## config.mk

```make
export PLATFORM = sky130hd
export DESIGN_NAME = mtc_quarter_frame_assembler_unit
export DESIGN_NICKNAME = d
export VERILOG_FILES = /design/src/rtl/core/mtcqf_pkg.sv /design/src/rtl/core/mtcqf_ms_calc.sv /design/src/rtl/core/mtc_quarter_frame_assembler_unit.sv
export SDC_FILE = /design/constraint.sdc
export NUM_CORES = 1
export LEC_CHECK = 0
export BUFFER_PORTS_ARGS = -buffer_cell sky130_fd_sc_hd__buf_4
export CAP_MARGIN = 20
export CORE_MARGIN = 2
export CORE_UTILIZATION = 60
export CTS_BUF_LIST = sky130_fd_sc_hd__clkbuf_8
export CTS_CLUSTER_SIZE = 10
export DETAILED_ROUTE_END_ITERATION = 7
export PLACE_DENSITY = 0.82
export SYNTH_ARGS = -nofsm -noshare
export SYNTH_HDL_FRONTEND = slang
export SYNTH_SLANG_ARGS = --single-unit
```

## constraint.sdc

```tcl
create_clock -name i_clk -period 6.8 [get_ports i_clk]
set_input_delay 1.02 -clock i_clk [delete_from_list [all_inputs] [get_ports i_clk]]
set_output_delay 1.02 -clock i_clk [all_outputs]
set_load 0.01 [all_outputs]
```

## src/rtl/core/mtcqf_pkg.sv

```systemverilog
// ----------------------------------------------------------------------------
// mtcqf_pkg
// shared widths, rate codes and frame-to-millisecond tables for the
// quarter-frame assembler
// ----------------------------------------------------------------------------
package mtcqf_pkg;

    localparam int unsigned SLOT_COUNT = 8;
    localparam int unsigned SLOT_W     = 3;
    localparam int unsigned NIB_W      = 4;
    localparam int unsigned MS_W       = 27;
    localparam int unsigned FMS_W      = 11;

    // rate codes carried in nibble 7 bits 2-1
    localparam logic [1:0] RATE_24    = 2'd0;
    localparam logic [1:0] RATE_25    = 2'd1;
    localparam logic [1:0] RATE_30_DF = 2'd2;
    localparam logic [1:0] RATE_30    = 2'd3;

    localparam logic [MS_W-1:0] MS_PER_HOUR = MS_W'(3600000);
    localparam logic [MS_W-1:0] MS_PER_MIN  = MS_W'(60000);
    localparam logic [MS_W-1:0] MS_PER_SEC  = MS_W'(1000);
    localparam logic [FMS_W-1:0] MS_PER_FRAME_25 = FMS_W'(40);

    typedef logic [NIB_W-1:0] t_nibble;

    // floor(f * 1000 / 24)
    localparam logic [FMS_W-1:0] FMS_24 [0:31] = '{
        11'd0,    11'd41,   11'd83,   11'd125,  11'd166,  11'd208,  11'd250,  11'd291,
        11'd333,  11'd375,  11'd416,  11'd458,  11'd500,  11'd541,  11'd583,  11'd625,
        11'd666,  11'd708,  11'd750,  11'd791,  11'd833,  11'd875,  11'd916,  11'd958,
        11'd1000, 11'd1041, 11'd1083, 11'd1125, 11'd1166, 11'd1208, 11'd1250, 11'd1291
    };

    // floor(f * 1000 / 30)
    localparam logic [FMS_W-1:0] FMS_30 [0:31] = '{
        11'd0,    11'd33,   11'd66,   11'd100,  11'd133,  11'd166,  11'd200,  11'd233,
        11'd266,  11'd300,  11'd333,  11'd366,  11'd400,  11'd433,  11'd466,  11'd500,
        11'd533,  11'd566,  11'd600,  11'd633,  11'd666,  11'd700,  11'd733,  11'd766,
        11'd800,  11'd833,  11'd866,  11'd900,  11'd933,  11'd966,  11'd1000, 11'd1033
    };

    // frame count to milliseconds, truncated, per rate code
    function automatic logic [FMS_W-1:0] frame_ms(input logic [4:0] frames,
                                                  input logic [1:0] rate);
        logic [FMS_W-1:0] v;
        case (rate)
            RATE_24: v = FMS_24[frames];
            RATE_25: v = FMS_W'(frames) * MS_PER_FRAME_25;
            default: v = FMS_30[frames];
        endcase
        return v;
    endfunction

    // full timecode to milliseconds
    function automatic logic [MS_W-1:0] tc_to_ms(input logic [4:0] hours,
                                                 input logic [5:0] minutes,
                                                 input logic [5:0] seconds,
                                                 input logic [4:0] frames,
                                                 input logic [1:0] rate);
        return MS_W'(hours) * MS_PER_HOUR + MS_W'(minutes) * MS_PER_MIN
             + MS_W'(seconds) * MS_PER_SEC + MS_W'(frame_ms(frames, rate));
    endfunction

endpackage

```

## src/rtl/core/mtcqf_ms_calc.sv

```systemverilog
// ----------------------------------------------------------------------------
// mtcqf_ms_calc
// converts an assembled timecode to milliseconds with constant multipliers
// and a per-rate frame table, or a multiply by 40 at 25 fps
// ----------------------------------------------------------------------------
module mtcqf_ms_calc
    import mtcqf_pkg::*;
(
    input  logic [4:0]      i_hours,
    input  logic [5:0]      i_minutes,
    input  logic [5:0]      i_seconds,
    input  logic [4:0]      i_frames,
    input  logic [1:0]      i_rate,
    output logic [MS_W-1:0] o_ms
);

    logic [MS_W-1:0] hm_ms;
    logic [MS_W-1:0] sf_ms;

    // hours and minutes, seconds and frames as two partial sums
    assign hm_ms = MS_W'(i_hours) * MS_PER_HOUR + MS_W'(i_minutes) * MS_PER_MIN;
    assign sf_ms = MS_W'(i_seconds) * MS_PER_SEC + MS_W'(frame_ms(i_frames, i_rate));
    assign o_ms  = hm_ms + sf_ms;

endmodule

```

## src/rtl/core/mtc_quarter_frame_assembler_unit.sv

```systemverilog
// ----------------------------------------------------------------------------
// mtc_quarter_frame_assembler_unit
// assembles midi time code quarter-frame bytes into a full timecode
// ----------------------------------------------------------------------------
// usage
//   input channel: i_valid / o_stall carry one quarter-frame data byte per
//   item on i_qf_byte. bit 7 set means the item is dropped with no effect.
//   otherwise bits 6-4 pick a slot and bits 3-0 are stored there.
//   output channel: o_valid / i_stall carry one timecode item each time all
//   eight slots have been received; the slot store is then cleared.
//   throughput: one input item per cycle, sustained, as long as the
//   receiver takes results; the store update, field assembly and the
//   millisecond conversion each fit in one register-to-register pass.
//   order: the assembly register loads when the completing item is
//   accepted, and the result register takes the fields with the
//   millisecond sum once it is free or its result is taken.
//   stall: a held result stays stable on the output; one more completed
//   timecode can wait in the assembly register, and o_stall only rises
//   when both registers are full and the receiver still stalls.
//   reset: synchronous, active low; clears the slot store, the received
//   mask and both valid flags. no clearing sweep is needed.
// ----------------------------------------------------------------------------
module mtc_quarter_frame_assembler_unit
    import mtcqf_pkg::*;
(
    input  logic            i_clk,
    input  logic            i_rst_n,
    // quarter-frame byte channel
    input  logic            i_valid,
    output logic            o_stall,
    input  logic [7:0]      i_qf_byte,
    // timecode result channel
    output logic            o_valid,
    input  logic            i_stall,
    output logic [4:0]      o_tc_hours,
    output logic [5:0]      o_tc_minutes,
    output logic [5:0]      o_tc_seconds,
    output logic [4:0]      o_tc_frames,
    output logic [1:0]      o_rate_code,
    output logic [MS_W-1:0] o_total_ms
);

    // slot store and received mask
    t_nibble               r_store [SLOT_COUNT];
    t_nibble               n_store [SLOT_COUNT];
    logic [SLOT_COUNT-1:0] r_seen;
    logic [SLOT_COUNT-1:0] n_seen;

    // assembly register
    logic       r_s1_valid;
    logic [4:0] r_s1_hours;
    logic [5:0] r_s1_minutes;
    logic [5:0] r_s1_seconds;
    logic [4:0] r_s1_frames;
    logic [1:0] r_s1_rate;

    // result register
    logic            r_out_valid;
    logic [4:0]      r_out_hours;
    logic [5:0]      r_out_minutes;
    logic [5:0]      r_out_seconds;
    logic [4:0]      r_out_frames;
    logic [1:0]      r_out_rate;
    logic [MS_W-1:0] r_out_ms;

    logic              in_take;
    logic              is_data;
    logic [SLOT_W-1:0] slot;
    logic              complete;
    logic              s1_move;
    logic [MS_W-1:0]   calc_ms;

    // the assembly register can move on when the result register is free or being taken
    assign s1_move = !r_out_valid || !i_stall;
    assign o_stall = r_s1_valid && !s1_move;
    assign in_take = i_valid && !o_stall;

    assign is_data = !i_qf_byte[7];
    assign slot    = i_qf_byte[6:4];

    // store with the incoming nibble merged in
    always_comb begin
        for (int i = 0; i < SLOT_COUNT; i++) begin
            n_store[i] = r_store[i];
        end
        n_store[slot] = i_qf_byte[NIB_W-1:0];
        n_seen        = r_seen | (SLOT_COUNT'(1) << slot);
    end

    assign complete = in_take && is_data && (n_seen == '1);

    always_ff @(posedge i_clk) begin
        if (!i_rst_n) begin
            for (int i = 0; i < SLOT_COUNT; i++) begin
                r_store[i] <= '0;
            end
            r_seen      <= '0;
            r_s1_valid  <= 1'b0;
            r_out_valid <= 1'b0;
        end else begin
            // slot store: write, or clear once the set is complete
            if (in_take && is_data) begin
                if (complete) begin
                    for (int i = 0; i < SLOT_COUNT; i++) begin
                        r_store[i] <= '0;
                    end
                    r_seen <= '0;
                end else begin
                    r_store <= n_store;
                    r_seen  <= n_seen;
                end
            end

            // assembly register, fields masked per the mtc layout
            if (complete) begin
                r_s1_valid   <= 1'b1;
                r_s1_frames  <= {n_store[1][0],   n_store[0]};
                r_s1_seconds <= {n_store[3][1:0], n_store[2]};
                r_s1_minutes <= {n_store[5][1:0], n_store[4]};
                r_s1_hours   <= {n_store[7][0],   n_store[6]};
                r_s1_rate    <= n_store[7][2:1];
            end else if (s1_move) begin
                r_s1_valid <= 1'b0;
            end

            // result register with the millisecond sum
            if (s1_move) begin
                r_out_valid <= r_s1_valid;
                if (r_s1_valid) begin
                    r_out_hours   <= r_s1_hours;
                    r_out_minutes <= r_s1_minutes;
                    r_out_seconds <= r_s1_seconds;
                    r_out_frames  <= r_s1_frames;
                    r_out_rate    <= r_s1_rate;
                    r_out_ms      <= calc_ms;
                end
            end
        end
    end

    mtcqf_ms_calc u_ms_calc (
        .i_hours   (r_s1_hours),
        .i_minutes (r_s1_minutes),
        .i_seconds (r_s1_seconds),
        .i_frames  (r_s1_frames),
        .i_rate    (r_s1_rate),
        .o_ms      (calc_ms)
    );

    assign o_valid      = r_out_valid;
    assign o_tc_hours   = r_out_hours;
    assign o_tc_minutes = r_out_minutes;
    assign o_tc_seconds = r_out_seconds;
    assign o_tc_frames  = r_out_frames;
    assign o_rate_code  = r_out_rate;
    assign o_total_ms   = r_out_ms;

endmodule

```

==> results.txt <==
The flow ran to the end, and the final reports show no timing, DRC or antenna violations. The highest metal layer carrying signal wires in the routed design is met4. The run gives 24.7% as the total track usage. The worst setup path is of the flop to flop kind. The library cell used as clock root buffer is sky130_fd_sc_hd__clkbuf_8. Type of origin of the critical path: a flop. The number of synthesized flops with an enable pin is 75, and the final-layout fill cell count is 1243. The run gives 30.3% as the fraction of the yosys area taken by sequential cells. The endpoint identified for the worst register-to-register timing path is o_total_ms[25]. The most frequently used flop master after synthesis was sky130_fd_sc_hd__edfxtp_1.

The number of failing setup endpoints in the final timing report was 0; the wire length of the first global-routing pass was 33300 µm. Of all nets on the critical path, the largest fanout is 6. Class of the tightest hold or removal check: flop to flop. The number of antenna violations at the first check in global routing was 0. In the final routing, the length of wire on met1 measures 9050 µm.

At the pin with the least slew margin, the transition time is 1.02 ns. A synthesized cell averages 9.80 µm². The cell seen most often among critical-path stages was sky130_fd_sc_hd__fa_1. The netlist uses 64 different library cells. The total standard cell area after synthesis came out at 0.00968 mm². The count of inserted antenna diode cells is 0. The chip height was 131 µm. The final global-route overflow total was 0. Category of cells accounting for the largest share of critical-path delay: adder cells. The worst clock skew is 0.0216 ns. The nature of the critical path endpoint is a flop. The number of nets at the end of the flow is 1251.

The number of failing hold endpoints at the final stage was 0. Measured against its own limit, the worst slew margin works out to 31.8%. The HPWL after detailed placement is 15900 µm.

Origin of the worst min-delay path: r_seen[0]. Clock tree synthesis inserted a total of 9 buffers. For this run, the number of Yosys warnings is 0. The startpoint identified for the worst register-to-register timing path is r_s1_seconds[1]. After synthesis, the cell types taking the most area are sky130_fd_sc_hd__edfxtp_1, sky130_fd_sc_hd__ha_1, sky130_fd_sc_hd__fa_1, sky130_fd_sc_hd__dfxtp_1, sky130_fd_sc_hd__inv_1.

The count of cells along the worst register-to-register path works out to 23. The routed length on met2 was 10400 µm; the count of standard-cell rows was 46. The die is 131 µm wide. After clock tree synthesis, the clock-pin slew on the worst setup and hold paths is 0.13 ns.

The tools report the maximum number of pins on one net before global-route repair as 35. During I/O placement, the number of pins put on the boundary was 65. In this run, placement finished with an instance count of 1246. The signal on the critical path passes through fa_1 > inv_1 > fa_1 > fa_1 > inv_1 > ha_1 > a21oi_1 > xnor2_1 > ha_1 > o21a_1 > nor2_1 > a21oi_1 > nand2_1 > xnor2_1 > fa_1 > ha_1 > or3_1 > or3_4 > a31oi_4 > o21ai_2 > a41o_1 > o2111ai_1 > xor2_1.

The number of instances in the synthesized netlist is 988, and the number of maximum-capacitance violations is 0. The number of global-route vias before repair came out at 6962. Along the worst hold path, the cell count comes to 2. The congestion estimate from routability-driven global placement came to 0.913.

The maximum operating frequency was 0.158 GHz. For the effective utilization at floorplan, the log shows 61.2%. The buffering stage count on the worst path with inverters included was 2; the delay of the slowest critical-path stage was 0.61 ns. Clock latency on the worst-skew pair, taken at its later pin, is 0.41 ns.

After the first detailed-routing iteration, the DRC count stood at 339. Data arrives at the worst endpoint at 6.50 ns. After layout, the worst path uses 93.3% of the clock period. The die covers 0.0172 mm². The tools report the via count of the routed design as 7307. The logs give 1189 for the post-synthesis net count and 3 for the depth of the CTS H-tree. The clock period could shrink to 6.35 ns. The post-layout utilization of the core is 67.4%.

The path with the worst hold slack has its endpoint at r_seen[0]. The synthesis-to-layout area growth was 10.2%; the maximum resistive drop on vdd was 0.129 mV. Wire length on met3: 739 µm. In the synthesized netlist the async set-or-reset flop fraction comes to 0%. Setup repair after global routing left no endpoint under its margin. The number of nets with antenna violations after routing came out at 0. TritonCTS built the clock tree.

The region available for standard cell placement spans 0.0158 mm². The clock passes through at most 2 buffers. The run gives 5 as the iteration count of the initial detailed-routing pass. Buffers inserted to repair hold after CTS numbered 0. After the flow finishes, the layout carries non-filler instances totaling 1271. The synthesized design contains 109 register bits. The max-slew violation count was 0; the post-detailed-route wirelength per cell was 16.2 µm. The cell at the slowest stage of the critical path is sky130_fd_sc_hd__fa_1.

The run gives 109 as the total clock sinks. The routed design has 20600 µm of wire. The per-cell via count in the routed design is 5.75. The tools report the worst endpoint required time as 6.95 ns. The synthesized design spends more area on one cell type than any other, namely sky130_fd_sc_hd__edfxtp_1.

The critical path starts at r_s1_seconds[1]. The number of I/O port buffers was 64; the fraction of final layout cells sized beyond drive strength 1 was 12.1%. The total power divided by cell area came out at 108 mW/mm². Adding up every negative setup slack in the final design gives 0 ns. Worst setup slack for register-to-register paths: 0.45 ns.

In this run the static leakage power is 0.00479 µW. The top cell type's share of synthesized area is 23.3%, and the DRC violations left is 0.
## cells by family (layout without fill, tap and decap cells)
| group | count (synthesis) | count (layout) | synth area share (%) |
|---|---|---|---|
| AND/OR/NAND/NOR | 205 | 205 | 10.4 |
| multiplexers | 23 | 23 | 2.64 |
| adder cells (fa/ha/maj) | 189 | 189 | 28.3 |
| flip-flops | 109 | 109 | 30.3 |
| buffers and inverters | 151 | 218 | 5.97 |
| AO/OA/AOI/OAI | 247 | 247 | 16.6 |
| XOR/XNOR | 64 | 64 | 5.79 |
## cell usage after synthesis, types with 3 or more instances
cell and number:
sky130_fd_sc_hd__or2_2 3, sky130_fd_sc_hd__and2_1 5, sky130_fd_sc_hd__nor2b_1 31, sky130_fd_sc_hd__a21o_1 19, sky130_fd_sc_hd__nor3b_1 4, sky130_fd_sc_hd__a22oi_1 25
sky130_fd_sc_hd__ha_1 139, sky130_fd_sc_hd__and3_1 4, sky130_fd_sc_hd__o21bai_1 9, sky130_fd_sc_hd__edfxtp_1 75, sky130_fd_sc_hd__o221ai_1 3, sky130_fd_sc_hd__inv_1 122
sky130_fd_sc_hd__a21oi_1 69, sky130_fd_sc_hd__dfxtp_1 34, sky130_fd_sc_hd__a31oi_1 9, sky130_fd_sc_hd__o21ai_0 44, sky130_fd_sc_hd__buf_2 6, sky130_fd_sc_hd__nor3_1 11
sky130_fd_sc_hd__mux2_2 20, sky130_fd_sc_hd__nand2b_1 13, sky130_fd_sc_hd__xor2_1 16, sky130_fd_sc_hd__nand2_1 55, sky130_fd_sc_hd__mux2i_1 3, sky130_fd_sc_hd__a311oi_1 4
sky130_fd_sc_hd__or3_1 3, sky130_fd_sc_hd__nand3_1 13, sky130_fd_sc_hd__clkbuf_1 19, sky130_fd_sc_hd__buf_1 3, sky130_fd_sc_hd__o31ai_1 4, sky130_fd_sc_hd__xnor2_1 48
sky130_fd_sc_hd__nor2_1 53, sky130_fd_sc_hd__a211oi_1 15, sky130_fd_sc_hd__o21a_1 14, sky130_fd_sc_hd__o22ai_1 5, sky130_fd_sc_hd__fa_1 50
## metal layers
layer  up-vias  global-route usage [%]
met3        25                    3.14
met4         0                    6.32
met2       170                    43.4
met5         -                       0
li1       3594                       -
met1      3518                    32.3
## registers in the layout, summed over array words and instances (netlist names), 2 cells and up
register      flops
r_store          24
o_tc_minutes      6
r_seen            8
o_rate_code       2
o_tc_seconds      6
o_tc_hours        5
r_s1_minutes      6
o_tc_frames       5
r_s1_hours        5
o_total_ms       27
r_s1_frames       5
r_s1_seconds      6
r_s1_rate         2
## stage by stage
| stage | worst slack, ns | hold slack, ns | power, µW | cell area [µm²] |
|---|---|---|---|---|
| 5_1_grt | 0.00281 | 0.535 | 1180 | 10700 |
| 4_1_cts | 0.277 | 0.500 | 1160 | 10600 |
| 3_5_place_dp | 0.355 | 0.470 | 760 | 10400 |
| 6_report | 0.454 | 0.496 | 1150 | 10700 |
| 2_1_floorplan | 0.832 | 0.438 | 747 | 9680 |
| 3_3_place_gp | 0.548 | 0.449 | 759 | 10400 |
## tightest hold or removal path, cell delays in order, from the launching register on
cell	delay [ns]
sky130_fd_sc_hd__dfxtp_1	0.35
sky130_fd_sc_hd__a21oi_1	0.04
sky130_fd_sc_hd__nor2_1	0.07
## area by class of cell
cell class	instances	area, µm²	share of cell area, %
timing repair buffer	80	621	5.81
clock buffer	9	124	1.16
clock inverter	7	81.3	0.762
inverter	122	458	4.29
tap	216	270	2.53
multi-input combinational	728	6190	58.0
sequential	109	2930	27.5
## cell usage in the layout (no fill, tap or decap), types with 42 or more instances in the layout
cell and instances:
sky130_fd_sc_hd__xnor2_1 48, sky130_fd_sc_hd__a21oi_1 68, sky130_fd_sc_hd__edfxtp_1 75, sky130_fd_sc_hd__nor2_1 53, sky130_fd_sc_hd__buf_4 79, sky130_fd_sc_hd__nand2_1 55
sky130_fd_sc_hd__inv_1 122, sky130_fd_sc_hd__ha_1 139, sky130_fd_sc_hd__o21ai_0 42, sky130_fd_sc_hd__fa_1 50
## worst max-delay path by stage
stage / to / cells after the start
6_report: o_total_ms[25] / 23
3_5_place_dp: o_total_ms[26] / 22
2_1_floorplan: o_total_ms[25] / 22
3_3_place_gp: o_total_ms[26] / 23
4_1_cts: o_total_ms[26] / 22
5_1_grt: o_total_ms[22] / 24
## power by group
group / switching (µW) / internal, µW
registers: 1.63 / 704
clock network: 263 / 146
logic: 23.6 / 16.2
total: 288 / 866
## timing repair
item | CTS | global route
buffers inserted | 0 | 8
endpoints found under the setup margin | 0 | 3
gates resized for setup | 0 | 3
(Power assumes the default switching activity.)
